--- src/hdl/ccal_pkg.sv ---
`timescale 1ns / 1ps
// ----------------------------------------------------------------------------
// ccal_pkg
// Shared codes, widths and the month-length table of the calendar clock.
// ----------------------------------------------------------------------------
package ccal_pkg;

  typedef logic [1:0]  mode_t;
  typedef logic [4:0]  hour_t;
  typedef logic [5:0]  minute_t;
  typedef logic [5:0]  second_t;
  typedef logic [4:0]  day_t;
  typedef logic [3:0]  month_t;
  typedef logic [11:0] year_t;
  typedef logic [1:0]  cfg_idx_t;
  typedef logic [5:0]  cfg_data_t;

  // item kinds
  localparam mode_t MODE_TICK     = 2'd0;
  localparam mode_t MODE_SET_TIME = 2'd1;
  localparam mode_t MODE_SET_DATE = 2'd2;
  localparam mode_t MODE_CLR_ALM  = 2'd3;

  // configuration register indexes
  localparam cfg_idx_t CFG_ALARM_HOUR   = 2'd0;
  localparam cfg_idx_t CFG_ALARM_MINUTE = 2'd1;
  localparam cfg_idx_t CFG_ALARM_ENABLE = 2'd2;

  localparam hour_t   HOUR_MAX   = 5'd23;
  localparam minute_t MINUTE_MAX = 6'd59;
  localparam second_t SECOND_MAX = 6'd59;
  localparam month_t  MONTH_MAX  = 4'd12;
  localparam month_t  MONTH_FEB  = 4'd2;
  localparam day_t    DAYS_LEAP_FEB = 5'd29;
  localparam day_t    DAYS_DEFAULT  = 5'd31;

  // days per month, January first, non-leap February
  localparam day_t MonthDays [12] = '{
    5'd31, 5'd28, 5'd31, 5'd30, 5'd31, 5'd30,
    5'd31, 5'd31, 5'd30, 5'd31, 5'd30, 5'd31
  };

endpackage

--- src/hdl/ccal_month_len.sv ---
`timescale 1ns / 1ps
// ----------------------------------------------------------------------------
// ccal_month_len
// Length of a month in days, with the Gregorian leap-year rule.
// ----------------------------------------------------------------------------
module ccal_month_len (
  input  ccal_pkg::month_t month_i,
  input  ccal_pkg::year_t  year_i,
  output ccal_pkg::day_t   days_o
);
  import ccal_pkg::*;

  // year / 100 by reciprocal: exact for every 12-bit year
  localparam logic [12:0] Recip100 = 13'd5243;

  logic [24:0] prod;
  logic [5:0]  cent;
  logic [11:0] cent_x100;
  logic [11:0] rem100;
  logic        leap;
  logic [3:0]  tbl_idx;

  assign prod      = 25'(year_i) * 25'(Recip100);
  assign cent      = prod[24:19];
  assign cent_x100 = 12'({6'd0, cent} * 12'd100);
  assign rem100    = year_i - cent_x100;
  // divisible by 400 <=> divisible by 100 with a century count divisible by 4
  assign leap      = (year_i[1:0] == 2'd0) && ((rem100 != 12'd0) || (cent[1:0] == 2'd0));
  assign tbl_idx   = month_i - 4'd1;

  always_comb begin
    if (month_i == 4'd0 || month_i > MONTH_MAX) begin
      days_o = DAYS_DEFAULT;
    end else if (month_i == MONTH_FEB && leap) begin
      days_o = DAYS_LEAP_FEB;
    end else begin
      days_o = MonthDays[tbl_idx];
    end
  end

endmodule

--- src/hdl/calendar_clock_with_alarm.sv ---
`timescale 1ns / 1ps
// ----------------------------------------------------------------------------
// calendar_clock_with_alarm
// Time-of-day and Gregorian date keeper with an hour:minute alarm.
// ----------------------------------------------------------------------------
// Channel  Direction  Handshake              Payload
// in       sink       in_valid_i/in_ready_o  mode, hour, minute, second, day,
//                                            month, year
// out      source     out_valid_o/out_ready_i accepted, cur_hour .. cur_year,
//                                            alarm_flag
// cfg      sink       cfg_we_i (no wait)     cfg_idx_i, cfg_data_i
//
// One item per cycle while results are taken: the step (carry chain, month
// length with a reciprocal divide by 100) settles into the clock registers,
// which are the result, so it appears in the cycle after the transfer.
// The result register frees in the cycle it is taken, so input keeps
// flowing while the consumer keeps up; a stalled result blocks new input.
// Reset: 00:00:00, 1 January YEAR_FIRST, alarm off, no result pending.
// ----------------------------------------------------------------------------
module calendar_clock_with_alarm #(
  parameter int YEAR_FIRST = 1900,
  parameter int YEAR_LAST  = 2100
) (
  input  logic                clk_i,
  input  logic                rst_ni,
  input  logic                cfg_we_i,
  input  ccal_pkg::cfg_idx_t  cfg_idx_i,
  input  ccal_pkg::cfg_data_t cfg_data_i,
  input  logic                in_valid_i,
  output logic                in_ready_o,
  input  ccal_pkg::mode_t     mode_i,
  input  ccal_pkg::hour_t     hour_i,
  input  ccal_pkg::minute_t   minute_i,
  input  ccal_pkg::second_t   second_i,
  input  ccal_pkg::day_t      day_i,
  input  ccal_pkg::month_t    month_i,
  input  ccal_pkg::year_t     year_i,
  output logic                out_valid_o,
  input  logic                out_ready_i,
  output logic                accepted_o,
  output ccal_pkg::hour_t     cur_hour_o,
  output ccal_pkg::minute_t   cur_minute_o,
  output ccal_pkg::second_t   cur_second_o,
  output ccal_pkg::day_t      cur_day_o,
  output ccal_pkg::month_t    cur_month_o,
  output ccal_pkg::year_t     cur_year_o,
  output logic                alarm_flag_o
);
  import ccal_pkg::*;

  localparam year_t YearFirst = 12'(YEAR_FIRST);
  localparam year_t YearLast  = 12'(YEAR_LAST);

  hour_t   alm_hour_q;
  minute_t alm_min_q;
  logic    alm_en_q;

  second_t sec_q,   sec_d;
  minute_t min_q,   min_d;
  hour_t   hour_q,  hour_d;
  day_t    day_q,   day_d;
  month_t  month_q, month_d;
  year_t   year_q,  year_d;
  logic    alarm_q, alarm_d;
  logic    acc_q,   acc_d;
  logic    out_valid_q;

  logic    in_xfer;
  day_t    cur_mlen;
  day_t    set_mlen;

  logic [6:0] sec_inc, min_inc;
  logic [5:0] hour_inc, day_inc;
  logic [4:0] month_inc;
  logic       time_ok, date_ok;
  logic       hm_match;

  assign in_ready_o = !out_valid_q || out_ready_i;
  assign in_xfer    = in_valid_i && in_ready_o;

  ccal_month_len u_cur_len (
    .month_i (month_q),
    .year_i  (year_q),
    .days_o  (cur_mlen)
  );

  ccal_month_len u_set_len (
    .month_i (month_i),
    .year_i  (year_i),
    .days_o  (set_mlen)
  );

  assign sec_inc   = {1'b0, sec_q} + 7'd1;
  assign min_inc   = {1'b0, min_q} + 7'd1;
  assign hour_inc  = {1'b0, hour_q} + 6'd1;
  assign day_inc   = {1'b0, day_q} + 6'd1;
  assign month_inc = {1'b0, month_q} + 5'd1;

  assign time_ok = (hour_i <= HOUR_MAX) && (minute_i <= MINUTE_MAX) &&
                   (second_i <= SECOND_MAX);
  assign date_ok = (month_i != 4'd0) && (month_i <= MONTH_MAX) &&
                   (year_i >= YearFirst) && (year_i <= YearLast) &&
                   (day_i != 5'd0) && (day_i <= set_mlen);
  assign hm_match = (hour_q == alm_hour_q) && (min_q == alm_min_q);

  always_comb begin
    sec_d   = sec_q;
    min_d   = min_q;
    hour_d  = hour_q;
    day_d   = day_q;
    month_d = month_q;
    year_d  = year_q;
    alarm_d = alarm_q;
    acc_d   = 1'b1;
    unique case (mode_i)
      MODE_TICK: begin
        // carry ripples only as far as the rollover goes
        if (sec_inc > 7'(SECOND_MAX)) begin
          sec_d = '0;
          if (min_inc > 7'(MINUTE_MAX)) begin
            min_d = '0;
            if (hour_inc > 6'(HOUR_MAX)) begin
              hour_d = '0;
              if (day_inc > 6'(cur_mlen)) begin
                day_d = 5'd1;
                if (month_inc > 5'(MONTH_MAX)) begin
                  month_d = 4'd1;
                  year_d  = (year_q >= YearLast) ? YearFirst : year_q + 12'd1;
                end else begin
                  month_d = month_inc[3:0];
                end
              end else begin
                day_d = day_inc[4:0];
              end
            end else begin
              hour_d = hour_inc[4:0];
            end
          end else begin
            min_d = min_inc[5:0];
          end
        end else begin
          sec_d = sec_inc[5:0];
        end
        if (alm_en_q && hour_d == alm_hour_q && min_d == alm_min_q && sec_d == '0) begin
          alarm_d = 1'b1;
        end
      end
      MODE_SET_TIME: begin
        acc_d = time_ok;
        if (time_ok) begin
          hour_d = hour_i;
          min_d  = minute_i;
          sec_d  = second_i;
        end
      end
      MODE_SET_DATE: begin
        acc_d = date_ok;
        if (date_ok) begin
          day_d   = day_i;
          month_d = month_i;
          year_d  = year_i;
        end
      end
      MODE_CLR_ALM: begin
        // clear only while still inside the alarm minute
        if (alarm_q && hm_match) begin
          alarm_d = 1'b0;
        end
      end
      default: begin
        acc_d = 1'b1;
      end
    endcase
  end

  always_ff @(posedge clk_i or negedge rst_ni) begin
    if (!rst_ni) begin
      alm_hour_q <= '0;
      alm_min_q  <= '0;
      alm_en_q   <= 1'b0;
    end else if (cfg_we_i) begin
      unique case (cfg_idx_i)
        CFG_ALARM_HOUR:   alm_hour_q <= cfg_data_i[4:0];
        CFG_ALARM_MINUTE: alm_min_q  <= cfg_data_i;
        CFG_ALARM_ENABLE: alm_en_q   <= cfg_data_i[0];
        default: begin
        end
      endcase
    end
  end

  always_ff @(posedge clk_i or negedge rst_ni) begin
    if (!rst_ni) begin
      sec_q   <= '0;
      min_q   <= '0;
      hour_q  <= '0;
      day_q   <= 5'd1;
      month_q <= 4'd1;
      year_q  <= YearFirst;
      alarm_q <= 1'b0;
    end else if (in_xfer) begin
      sec_q   <= sec_d;
      min_q   <= min_d;
      hour_q  <= hour_d;
      day_q   <= day_d;
      month_q <= month_d;
      year_q  <= year_d;
      alarm_q <= alarm_d;
    end
  end

  always_ff @(posedge clk_i or negedge rst_ni) begin
    if (!rst_ni) begin
      out_valid_q <= 1'b0;
    end else if (in_ready_o) begin
      out_valid_q <= in_valid_i;
    end
  end

  always_ff @(posedge clk_i) begin
    if (in_xfer) begin
      acc_q <= acc_d;
    end
  end

  // clock registers only move on a transfer, so they double as result fields
  assign out_valid_o  = out_valid_q;
  assign accepted_o   = acc_q;
  assign cur_hour_o   = hour_q;
  assign cur_minute_o = min_q;
  assign cur_second_o = sec_q;
  assign cur_day_o    = day_q;
  assign cur_month_o  = month_q;
  assign cur_year_o   = year_q;
  assign alarm_flag_o = alarm_q;

  a_time_range: assert property (@(posedge clk_i) disable iff (!rst_ni)
    (sec_q <= SECOND_MAX) && (min_q <= MINUTE_MAX) && (hour_q <= HOUR_MAX))
    else $error("time of day out of range");

  a_date_range: assert property (@(posedge clk_i) disable iff (!rst_ni)
    (month_q != 4'd0) && (month_q <= MONTH_MAX) && (day_q != 5'd0) &&
    (day_q <= cur_mlen))
    else $error("date out of range");

  a_sec_step: assert property (@(posedge clk_i) disable iff (!rst_ni)
    (in_xfer && mode_i == MODE_TICK && sec_q != SECOND_MAX) |=>
    (sec_q == 6'($past(sec_q) + 6'd1)))
    else $error("tick did not advance seconds");

  a_alarm_rise: assert property (@(posedge clk_i) disable iff (!rst_ni)
    $rose(alarm_q) |-> $past(in_xfer && mode_i == MODE_TICK && alm_en_q))
    else $error("alarm raised outside an armed tick");

endmodule

--- config.mk ---
export PLATFORM = sky130hd
export DESIGN_NAME = calendar_clock_with_alarm
export DESIGN_NICKNAME = d
export VERILOG_FILES = /design/src/hdl/ccal_pkg.sv /design/src/hdl/ccal_month_len.sv /design/src/hdl/calendar_clock_with_alarm.sv
export SDC_FILE = /design/constraint.sdc
export NUM_CORES = 1
export LEC_CHECK = 0
export ABC_AREA = 1
export BUFFER_PORTS_ARGS = -buffer_cell sky130_fd_sc_hd__buf_2
export CAP_MARGIN = 20
export CORE_MARGIN = 2
export CORE_UTILIZATION = 40
export CTS_CLUSTER_DIAMETER = 30
export DETAILED_ROUTE_END_ITERATION = 8
export GPL_ROUTABILITY_DRIVEN = 0
export SYNTH_ARGS = -nofsm -noshare
export SYNTH_HDL_FRONTEND = slang
export SYNTH_HIERARCHICAL = 1
export SYNTH_SLANG_ARGS = --single-unit
--- constraint.sdc ---
create_clock -name clk_i -period 17.5 [get_ports clk_i]
set_clock_uncertainty 0.15 [all_clocks]
set_input_delay 4.375 -clock clk_i [delete_from_list [all_inputs] [get_ports clk_i]]
set_output_delay 4.375 -clock clk_i [all_outputs]
set_load 0.02 [all_outputs]
==> results of run 1 <==
-- cell type report --
cell class / instances / area, sq um
Clock buffer: 7 / 142.6
Fill cell: 3180 / 17090
Inverter: 359 / 1348
Multi-Input combinational cell: 1283 / 9580
Timing Repair Buffer: 95 / 478.0
Clock inverter: 1 / 30.03
Tap cell: 396 / 495.5
Sequential cell: 53 / 1343
-- layer usage --
metal  track usage (%)  vias up  part of all wire [%]
li1                  -     5670                     -
met4             3.837        0                   1.5
met2             34.16      196                    47
met3             1.357       37                   2.8
met5                 0        -                     0
met1             26.69     5112                    48
-- layout by cell type (no fill, tap or decap), types with 9 or more instances in the layout --
| master | netlist | routed |
|---|---|---|
| sky130_fd_sc_hd__fa_1 | 86 | 86 |
| sky130_fd_sc_hd__xor2_1 | 23 | 23 |
| sky130_fd_sc_hd__o21ai_0 | 80 | 80 |
| sky130_fd_sc_hd__inv_2 | 12 | 12 |
| sky130_fd_sc_hd__xnor2_1 | 16 | 16 |
| sky130_fd_sc_hd__o22ai_1 | 18 | 18 |
| sky130_fd_sc_hd__buf_2 | 4 | 94 |
| sky130_fd_sc_hd__o21ai_1 | 13 | 13 |
| sky130_fd_sc_hd__nand4_1 | 20 | 20 |
| sky130_fd_sc_hd__dfstp_2 | 9 | 9 |
| sky130_fd_sc_hd__a21oi_1 | 83 | 83 |
| sky130_fd_sc_hd__nand2_2 | 11 | 11 |
| sky130_fd_sc_hd__nand3_1 | 105 | 105 |
| sky130_fd_sc_hd__nor2_1 | 108 | 108 |
| sky130_fd_sc_hd__dfrtp_1 | 43 | 43 |
| sky130_fd_sc_hd__inv_1 | 344 | 344 |
| sky130_fd_sc_hd__nand2_1 | 362 | 362 |
| sky130_fd_sc_hd__ha_1 | 255 | 255 |
-- worst max-delay path, delay by kind of cell --
kind / cells / cell delay [ns]
AO/OA/AOI/OAI: 4 / 0.61
XOR/XNOR: 2 / 0.36
adder cells (fa/ha/maj): 12 / 4.82
buffers and inverters: 6 / 0.66
AND/OR/NAND/NOR: 21 / 2.48
-- per-stage QoR --
stage               cells  hold slack, ns  worst slack (ns)  instance area, sq um
floorplan            1717          0.3034             5.289                 12400
global placement     2186          0.3500             4.137                 13240
detailed placement   2186          0.3571             3.965                 13240
CTS                  2194          0.3750             4.223                 13420
global route         2194          0.4206             3.377                 13420
finish               2194          0.3709             4.197                 13420
-- state kept, by name (all words and copies together), names as in the netlist --
signal	flops
cur_year_o	12
alm_min_q	6
cur_minute_o	6
cur_second_o	6
alm_hour_q	5
cur_day_o	5
cur_hour_o	5
cur_month_o	4
accepted_o	1
alarm_flag_o	1
alm_en_q	1
out_valid_o	1
-- kinds of logic after synthesis --
kind of cell	count (synthesis)	synth area share, %
adder cells (fa/ha/maj)	341	39.68
AO/OA/AOI/OAI	237	10.84
buffers and inverters	381	11.89
AND/OR/NAND/NOR	653	23.20
flip-flops	53	10.84
multiplexers	5	0.4547
other	2	0.06066
XOR/XNOR	41	3.022
-- how the worst max path moves through the flow --
stage	end	slack (ns)	cells after the start	startpoint
floorplan	cur_year_o[11]$_DFFE_PN0P_	5.29	46	year_i[6]
finish	cur_year_o[11]$_DFFE_PN0P_	4.20	45	year_i[6]
detailed placement	cur_year_o[11]$_DFFE_PN0P_	3.96	45	year_i[6]
global placement	cur_year_o[11]$_DFFE_PN0P_	4.14	45	year_i[6]
CTS	cur_year_o[11]$_DFFE_PN0P_	4.22	45	year_i[6]
global route	cur_year_o[3]$_DFFE_PN1P_	3.38	49	year_i[6]
==> reports/metrics.sh, run 1 <==
VIAS_IN_THE_FIRST_GLOBAL_ROUTE=10890
POST-ROUTE-DRC-COUNT=0
CORE_AREA_SQ_MM=0.03051
GROUTE.USAGE.OVERALL_PCT=19.57
SYNTHDOMINANTAREACELLTYPE='sky130_fd_sc_hd__ha_1'
POST-ROUTE-UTIL_PCT=43.98
CTSHTREEMAXLEVEL=2
AREA_GROWTH_PCT=8.368
SYNTH_EDF_COUNT=1
FINAL.PERIOD_UTILIZATION_PCT=76.01
TIMING.MAX_SLEW.REL_SLACK_PCT=47.69
CAP_VIOL_MAX_COUNT=0
ANT_NETS=0
GRT_ANTENNA_BEFORE_REPAIR=0
CLOCKBUFFERDEPTH=2
CTS_TREE='built'
DPL.HPWL_UM=26060
AVGVIACOUNTPERCELL=5.021
CTS_HOLD_BUF=0
GRT_REMAINING_OVERFLOW=0
CLK_PIN_SLEW_WORST_PATHS_NS=0.07
DRIVE_ABOVE_1_SHARE_PCT=9.566
YOSYSWARNINGS=6
FINAL_MAX_SLEW_VIOL_COUNT=0
DIEAREA_SQ_MM=0.03237
UNREPAIRED_SETUP_ENDPOINTS_AFTER_GLOBAL_ROUTING='no'
START_UTIL_PCT=40.58
FMAX_MHz=75.17
SYNTH.LIB_CELLS_USED.DISTINCT=61
CTS.ROOT.BUFFER_CELL='sky130_fd_sc_hd__clkbuf_16'
SYNTH.TOP_CELLS.BY_AREA='sky130_fd_sc_hd__ha_1 (26%), sky130_fd_sc_hd__fa_1 (14%), sky130_fd_sc_hd__nand2_1 (11%), sky130_fd_sc_hd__inv_1 (10%), sky130_fd_sc_hd__dfrtp_1 (8.7%)'
STATUS='complete, no violations'
IO_PINS=95
WORSTPATHARRIVAL_NS=13.32
WORST_MIN_PATH_CLASS='flip-flop to flip-flop'
DRTITER0DRC=567
YOSYSTOPAREACELLSHARE_PCT=25.77
VIAS_AFTER_DETAILED_ROUTING=11020
SYN_AREA_SQ_MM=0.01238
CTS.REPAIR.RESIZED=0
TIMING.CRITICAL_PATH.MODE_CELL='sky130_fd_sc_hd__nand2_1'
NUMCTSBUFFERS=5
SYNTH_SEQ_CELLS=53
TOP_FF_CELL_SYNTH='sky130_fd_sc_hd__dfrtp_1'
GRT_FIRST_PASS_WIRELENGTH_UM=53150
ROUTE.DETAILED.WL_PER_INST_UM=14.15
FINALSETUPTNS_NS=0
SYNTH_TOP_CELLS_BY_COUNT='sky130_fd_sc_hd__nand2_1 (362), sky130_fd_sc_hd__inv_1 (344), sky130_fd_sc_hd__ha_1 (255)'
GRT_START_MAX_NET_PINS=53
ASYNC_FLOP_SHARE_PCT=98.11
FINAL_NET_COUNT=2191
FF2FF_PATH_DEPTH=47
REPORT.FINAL.SETUP_VIOL=0
TIMING.CRITICAL_PATH.SLOWEST_STAGE_CELL='sky130_fd_sc_hd__fa_1'
CRITICAL_PATH_CLASS='input pin to flip-flop'
FINAL-HOLD-VIOLATION-COUNT=0
FINAL_PERIOD_MINUS_WORST_SETUP_SLACK_NS=13.30
CRIT-REG2REG-LAUNCH='cur_year_o[6]$_DFFE_PN1P_'
FP.DIEW_UM=179.9
CRIT_FANOUT=20
CLOCK_LATENCY_NS=0.30
TIGHTESTPINTRANSITION_NS=0.7828
STAGE_DELAY_OF_THE_SLOWEST_CELL_ON_THE_CRITICAL_PATH_NS=0.58
REG2REG_SETUP_SLACK_NS=7.51
CTS_SETUP_BUFFERS=0
CLOCK_SINKS=53
SEQ_AREA_FRAC_SYNTH_PCT=10.84
VERTICAL_DIE_DIMENSION_UM=179.9
DRT_WL_TOTAL_UM=31040
POST-SYNTH-TOP-COUNT-CELL='sky130_fd_sc_hd__nand2_1'
CRITICAL_PATH.ENDPOINT_TYPE='flip-flop'
NETLIST_INSTANCES=1713
CRIT-REG2REG-CAPTURE='cur_year_o[11]$_DFFE_PN0P_'
HOLD-PATH-CELL-COUNT=2
HOLD_PATH_END='out_valid_o$_DFFE_PN0N_'
REQUIRED_NS=17.52
WORST_SETUP_PATH_START_KIND='input pin'
SYNTH.AVG_CELL_AREA_SQ_UM=7.227
HOLD_PATH.STARTPOINT='out_valid_o$_DFFE_PN0N_'
PLACE.PORT_BUFFERS=94
DETAILEDROUTE.FIRSTPASSITERATIONCOUNT=6
ANTENNA_CELLS_INSERTED=0
STD_CELL_ROWS=64
Power of run 1 is left out: the tool's default activity adds up to more than one toggle a clock period on the data nets, which glitch-free logic cannot reach.
==> inputs of run 2 (changes only) <==
--- a/config.mk
+++ b/config.mk
@@ -5,7 +5,7 @@
 export SDC_FILE = /design/constraint.sdc
 export NUM_CORES = 1
 export LEC_CHECK = 0
-export ABC_AREA = 1
+export ABC_AREA = 0
 export BUFFER_PORTS_ARGS = -buffer_cell sky130_fd_sc_hd__buf_2
 export CAP_MARGIN = 20
 export CORE_MARGIN = 2
==> constraint.sdc (replaced) <==
create_clock -name clk_i -period 12.83 [get_ports clk_i]
set_clock_uncertainty 0.15 [all_clocks]
set_input_delay 3.2075 -clock clk_i [delete_from_list [all_inputs] [get_ports clk_i]]
set_output_delay 3.2075 -clock clk_i [all_outputs]
set_load 0.02 [all_outputs]
==> reports/metrics.sh, run 2 <==
FP.DIEW_UM=173.8  # was 179.9 um
DRT_WL_TOTAL_UM=28210  # was 31040 um
FINAL_PERIOD_MINUS_WORST_SETUP_SLACK_NS=12.29
TIMING.CRITICAL_PATH.MODE_CELL='sky130_fd_sc_hd__ha_1'  # was sky130_fd_sc_hd__nand2_1
GRT_REMAINING_OVERFLOW=0  # unchanged
CLOCK_LATENCY_NS=0.31  # was 0.30 ns
LAYOUT.CELLS.MOST_COMMON_LIST='sky130_fd_sc_hd__ha_1 (255), sky130_fd_sc_hd__inv_1 (222), sky130_fd_sc_hd__buf_2 (94)'  # was sky130_fd_sc_hd__nand2_1 (362), sky130_fd_sc_hd__inv_1 (344), sky130_fd_sc_hd__ha_1 (255)
STD_CELL_ROWS=62  # was 64
GRT_ANTENNA_BEFORE_REPAIR=2  # was 0
FINAL_NET_COUNT=1780  # was 2191
CTS_HOLD_BUF=0  # unchanged
TIMING.MAX_SLEW.REL_SLACK_PCT=33.65  # was 47.69%
SYNTH_EDF_COUNT=1  # unchanged
DRIVE_ABOVE_1_SHARE_PCT=12.83  # was 9.566%
GROUTE.USAGE.OVERALL_PCT=18.67  # was 19.57%
SUM_OF_BUFFERS_AND_INVERTERS_ON_THE_CRITICAL_PATH=5  # was 6
SYNTHDOMINANTAREACELLTYPE='sky130_fd_sc_hd__ha_1'  # unchanged
PLACE.PORT_BUFFERS=94  # unchanged
CRITICAL_PATH_CLASS='input pin to flip-flop'  # unchanged
VIAS_AFTER_DETAILED_ROUTING=9481  # was 11020
REPORT.FINAL.SETUP_VIOL=0  # unchanged
PATH_DELAY_FAMILY='adder cells'  # unchanged
TIMING.CRITICAL_PATH.SLOWEST_STAGE_CELL='sky130_fd_sc_hd__fa_1'  # unchanged
NETLIST_INSTANCES=1303  # was 1713
WORST_MIN_PATH_CLASS='flip-flop to flip-flop'  # unchanged
UNREPAIRED_SETUP_ENDPOINTS_AFTER_GLOBAL_ROUTING='no'  # unchanged
VERTICAL_DIE_DIMENSION_UM=173.8  # was 179.9 um
CTS_TREE='built'  # unchanged
YOSYSWARNINGS=6  # unchanged
FINAL-HOLD-VIOLATION-COUNT=0  # unchanged
POST-SYNTH-TOP-COUNT-CELL='sky130_fd_sc_hd__ha_1'  # was sky130_fd_sc_hd__nand2_1
STAGE_DELAY_OF_THE_SLOWEST_CELL_ON_THE_CRITICAL_PATH_NS=0.64  # was 0.58 ns
WORST_SETUP_PATH_START_KIND='input pin'  # unchanged
FINAL.PERIOD_UTILIZATION_PCT=95.75
DPL.HPWL_UM=23440  # was 26060 um
CRIT_FANOUT=11  # was 20
ASYNC_FLOP_SHARE_PCT=98.11  # unchanged
FINAL_MAX_SLEW_VIOL_COUNT=0  # unchanged
POST-ROUTE-UTIL_PCT=44.02  # was 43.98%
POST-ROUTE-DRC-COUNT=0  # unchanged
CORE_AREA_SQ_MM=0.02855  # was 0.03051 sq mm
FINALSETUPTNS_NS=0  # unchanged
DETAILEDROUTE.FIRSTPASSITERATIONCOUNT=5  # was 6
CRITICAL_PATH.ENDPOINT_TYPE='flip-flop'  # unchanged
REQUIRED_NS=12.93  # was 17.52 ns
VIAS_IN_THE_FIRST_GLOBAL_ROUTE=9488  # was 10890
SYNTH.TOP_CELLS.BY_AREA='sky130_fd_sc_hd__ha_1 (28%), sky130_fd_sc_hd__fa_1 (15%), sky130_fd_sc_hd__dfrtp_1 (9.3%), sky130_fd_sc_hd__inv_1 (7.2%), sky130_fd_sc_hd__a21oi_1 (3.6%)'  # was sky130_fd_sc_hd__ha_1 (26%), sky130_fd_sc_hd__fa_1 (14%), sky130_fd_sc_hd__nand2_1 (11%), sky130_fd_sc_hd__inv_1 (10%), sky130_fd_sc_hd__dfrtp_1 (8.7%)
SEQ_AREA_FRAC_SYNTH_PCT=11.64  # was 10.84%
START_UTIL_PCT=40.40  # was 40.58%
DIEAREA_SQ_MM=0.03020  # was 0.03237 sq mm
CLOCKBUFFERDEPTH=2  # unchanged
ROUTE.MET2.WL_UM=13040  # was 14690 um
CLK_PIN_SLEW_WORST_PATHS_NS=0.08  # was 0.07 ns
WORSTPATHARRIVAL_NS=12.39  # was 13.32 ns
ROUTE.LAYER.MET1.WL_UM=13280  # was 15010 um
ANT_NETS=0  # unchanged
SYNTH_SEQ_CELLS=53  # unchanged
FMAX_MHz=81.40
NUMCTSBUFFERS=5  # unchanged
CTS.ROOT.BUFFER_CELL='sky130_fd_sc_hd__clkbuf_16'  # unchanged
DRTITER0DRC=508  # was 567
AVGVIACOUNTPERCELL=5.350  # was 5.021
TOP_FF_CELL_SYNTH='sky130_fd_sc_hd__dfrtp_1'  # unchanged
MOST_COMMON_CELL_AFTER_LAYOUT_FILL_AND_TAPS_ASIDE='sky130_fd_sc_hd__ha_1'  # was sky130_fd_sc_hd__nand2_1
AREA_GROWTH_PCT=8.962  # was 8.368%
CTSHTREEMAXLEVEL=2  # unchanged
ROUTED-WL-MET3_UM=1331  # was 866 um
STATUS='complete, no violations'  # unchanged
SYNTH_TOP_CELLS_BY_COUNT='sky130_fd_sc_hd__ha_1 (255), sky130_fd_sc_hd__inv_1 (222), sky130_fd_sc_hd__fa_1 (86)'  # was sky130_fd_sc_hd__nand2_1 (362), sky130_fd_sc_hd__inv_1 (344), sky130_fd_sc_hd__ha_1 (255)
ROUTE.DETAILED.WL_PER_INST_UM=15.92  # was 14.15 um
GRT_START_MAX_NET_PINS=53  # unchanged
FIN_WORST_HOLD_SLACK_NS=0.3821  # was 0.3709 ns
YOSYSTOPAREACELLSHARE_PCT=27.67  # was 25.77%
SYN_AREA_SQ_MM=0.01153  # was 0.01238 sq mm
TOPROUTINGLAYERUSED='met5'  # was met4
TIGHTESTPINTRANSITION_NS=0.9953  # was 0.7828 ns
IO_PINS=95  # unchanged
SYNTH.AVG_CELL_AREA_SQ_UM=8.851  # was 7.227 sq um
LARGEST_REGISTER_FFS=12  # unchanged
CAP_VIOL_MAX_COUNT=0  # unchanged
SYNTH.LIB_CELLS_USED.DISTINCT=104  # was 61
CLOCK_SINKS=53  # unchanged
GRT_FIRST_PASS_WIRELENGTH_UM=46590  # was 53150 um
## run 2: logic make-up after synthesis
family | Yosys count | share of synthesized area (%)
fa+ha+maj | 341 | 42.60
compound gates | 301 | 17.51
simple gates | 271 | 12.68
buf+inv | 256 | 9.124
xor+xnor | 61 | 4.633
flops | 53 | 11.64
mux | 18 | 1.747
other cells | 2 | 0.06512
## run 2: layer usage
layer  vias up  GRT usage [%]
met2       211          31.59
met3        40          2.675
li1       4733              -
met1      4495          25.04
met4         2          4.762
met5         -              0
## run 2: per-stage QoR
| stage | area (sq um) | worst slack (ns) | std cells |
|---|---|---|---|
| final | 12570 | 0.5450 | 1772 |
| after global routing | 12570 | 0.001097 | 1772 |
| after CTS | 12510 | 0.3648 | 1770 |
| after detailed placement | 12360 | 0.09034 | 1762 |
| after global placement | 12360 | 0.3436 | 1762 |
| after floorplan | 11550 | 0.6993 | 1307 |
## run 2: final cells by class
class                   count  area [sq um]
clock inverters             3         26.28
flip-flops and latches     53          1343
multi-input cells         998          9199
inverters                 223         837.1
well taps                 384         480.5
clock buffers               5         125.1
repair buffers            105         553.0
fillers                  2874         15980
diodes                      1         2.502
## run 2: path summary, 6_finish.rpt
path	from	end	slack [ns]	depth (start not counted)
setup / recovery	year_i[10]	cur_month_o[2]$_DFFE_PN0P_	0.54	42
hold / removal	out_valid_o$_DFFE_PN0N_	out_valid_o$_DFFE_PN0N_	0.38	2
setup reg to reg	cur_year_o[6]$_DFFE_PN1P_	cur_month_o[2]$_DFFE_PN0P_	2.14	40
hold reg to reg	out_valid_o$_DFFE_PN0N_	out_valid_o$_DFFE_PN0N_	0.38	2
max in group asynchronous	rst_ni	alm_min_q[1]$_DFFE_PN0P_	9.17	2
min in group asynchronous	rst_ni	cur_second_o[2]$_DFFE_PN0P_	2.88	2
## run 2: what timing repair did
| action | 4_1_cts | 5_1_grt |
|---|---|---|
| buffers inserted | 0 | 1 |
| resized for setup | 0 | 10 |
| setup endpoints to repair | 0 | 19 |
## run 2: worst reg2reg max path: cells and delay by family, from the launching register on
kind	cells	cell delay [ns]
adder cells (fa/ha/maj)	12	4.78
AO/OA/AOI/OAI	18	3.61
AND/OR/NAND/NOR	5	0.89
flip-flops	1	0.71
buffers and inverters	4	0.25
XOR/XNOR	1	0.20
Power of run 2 is left out for the same reason.
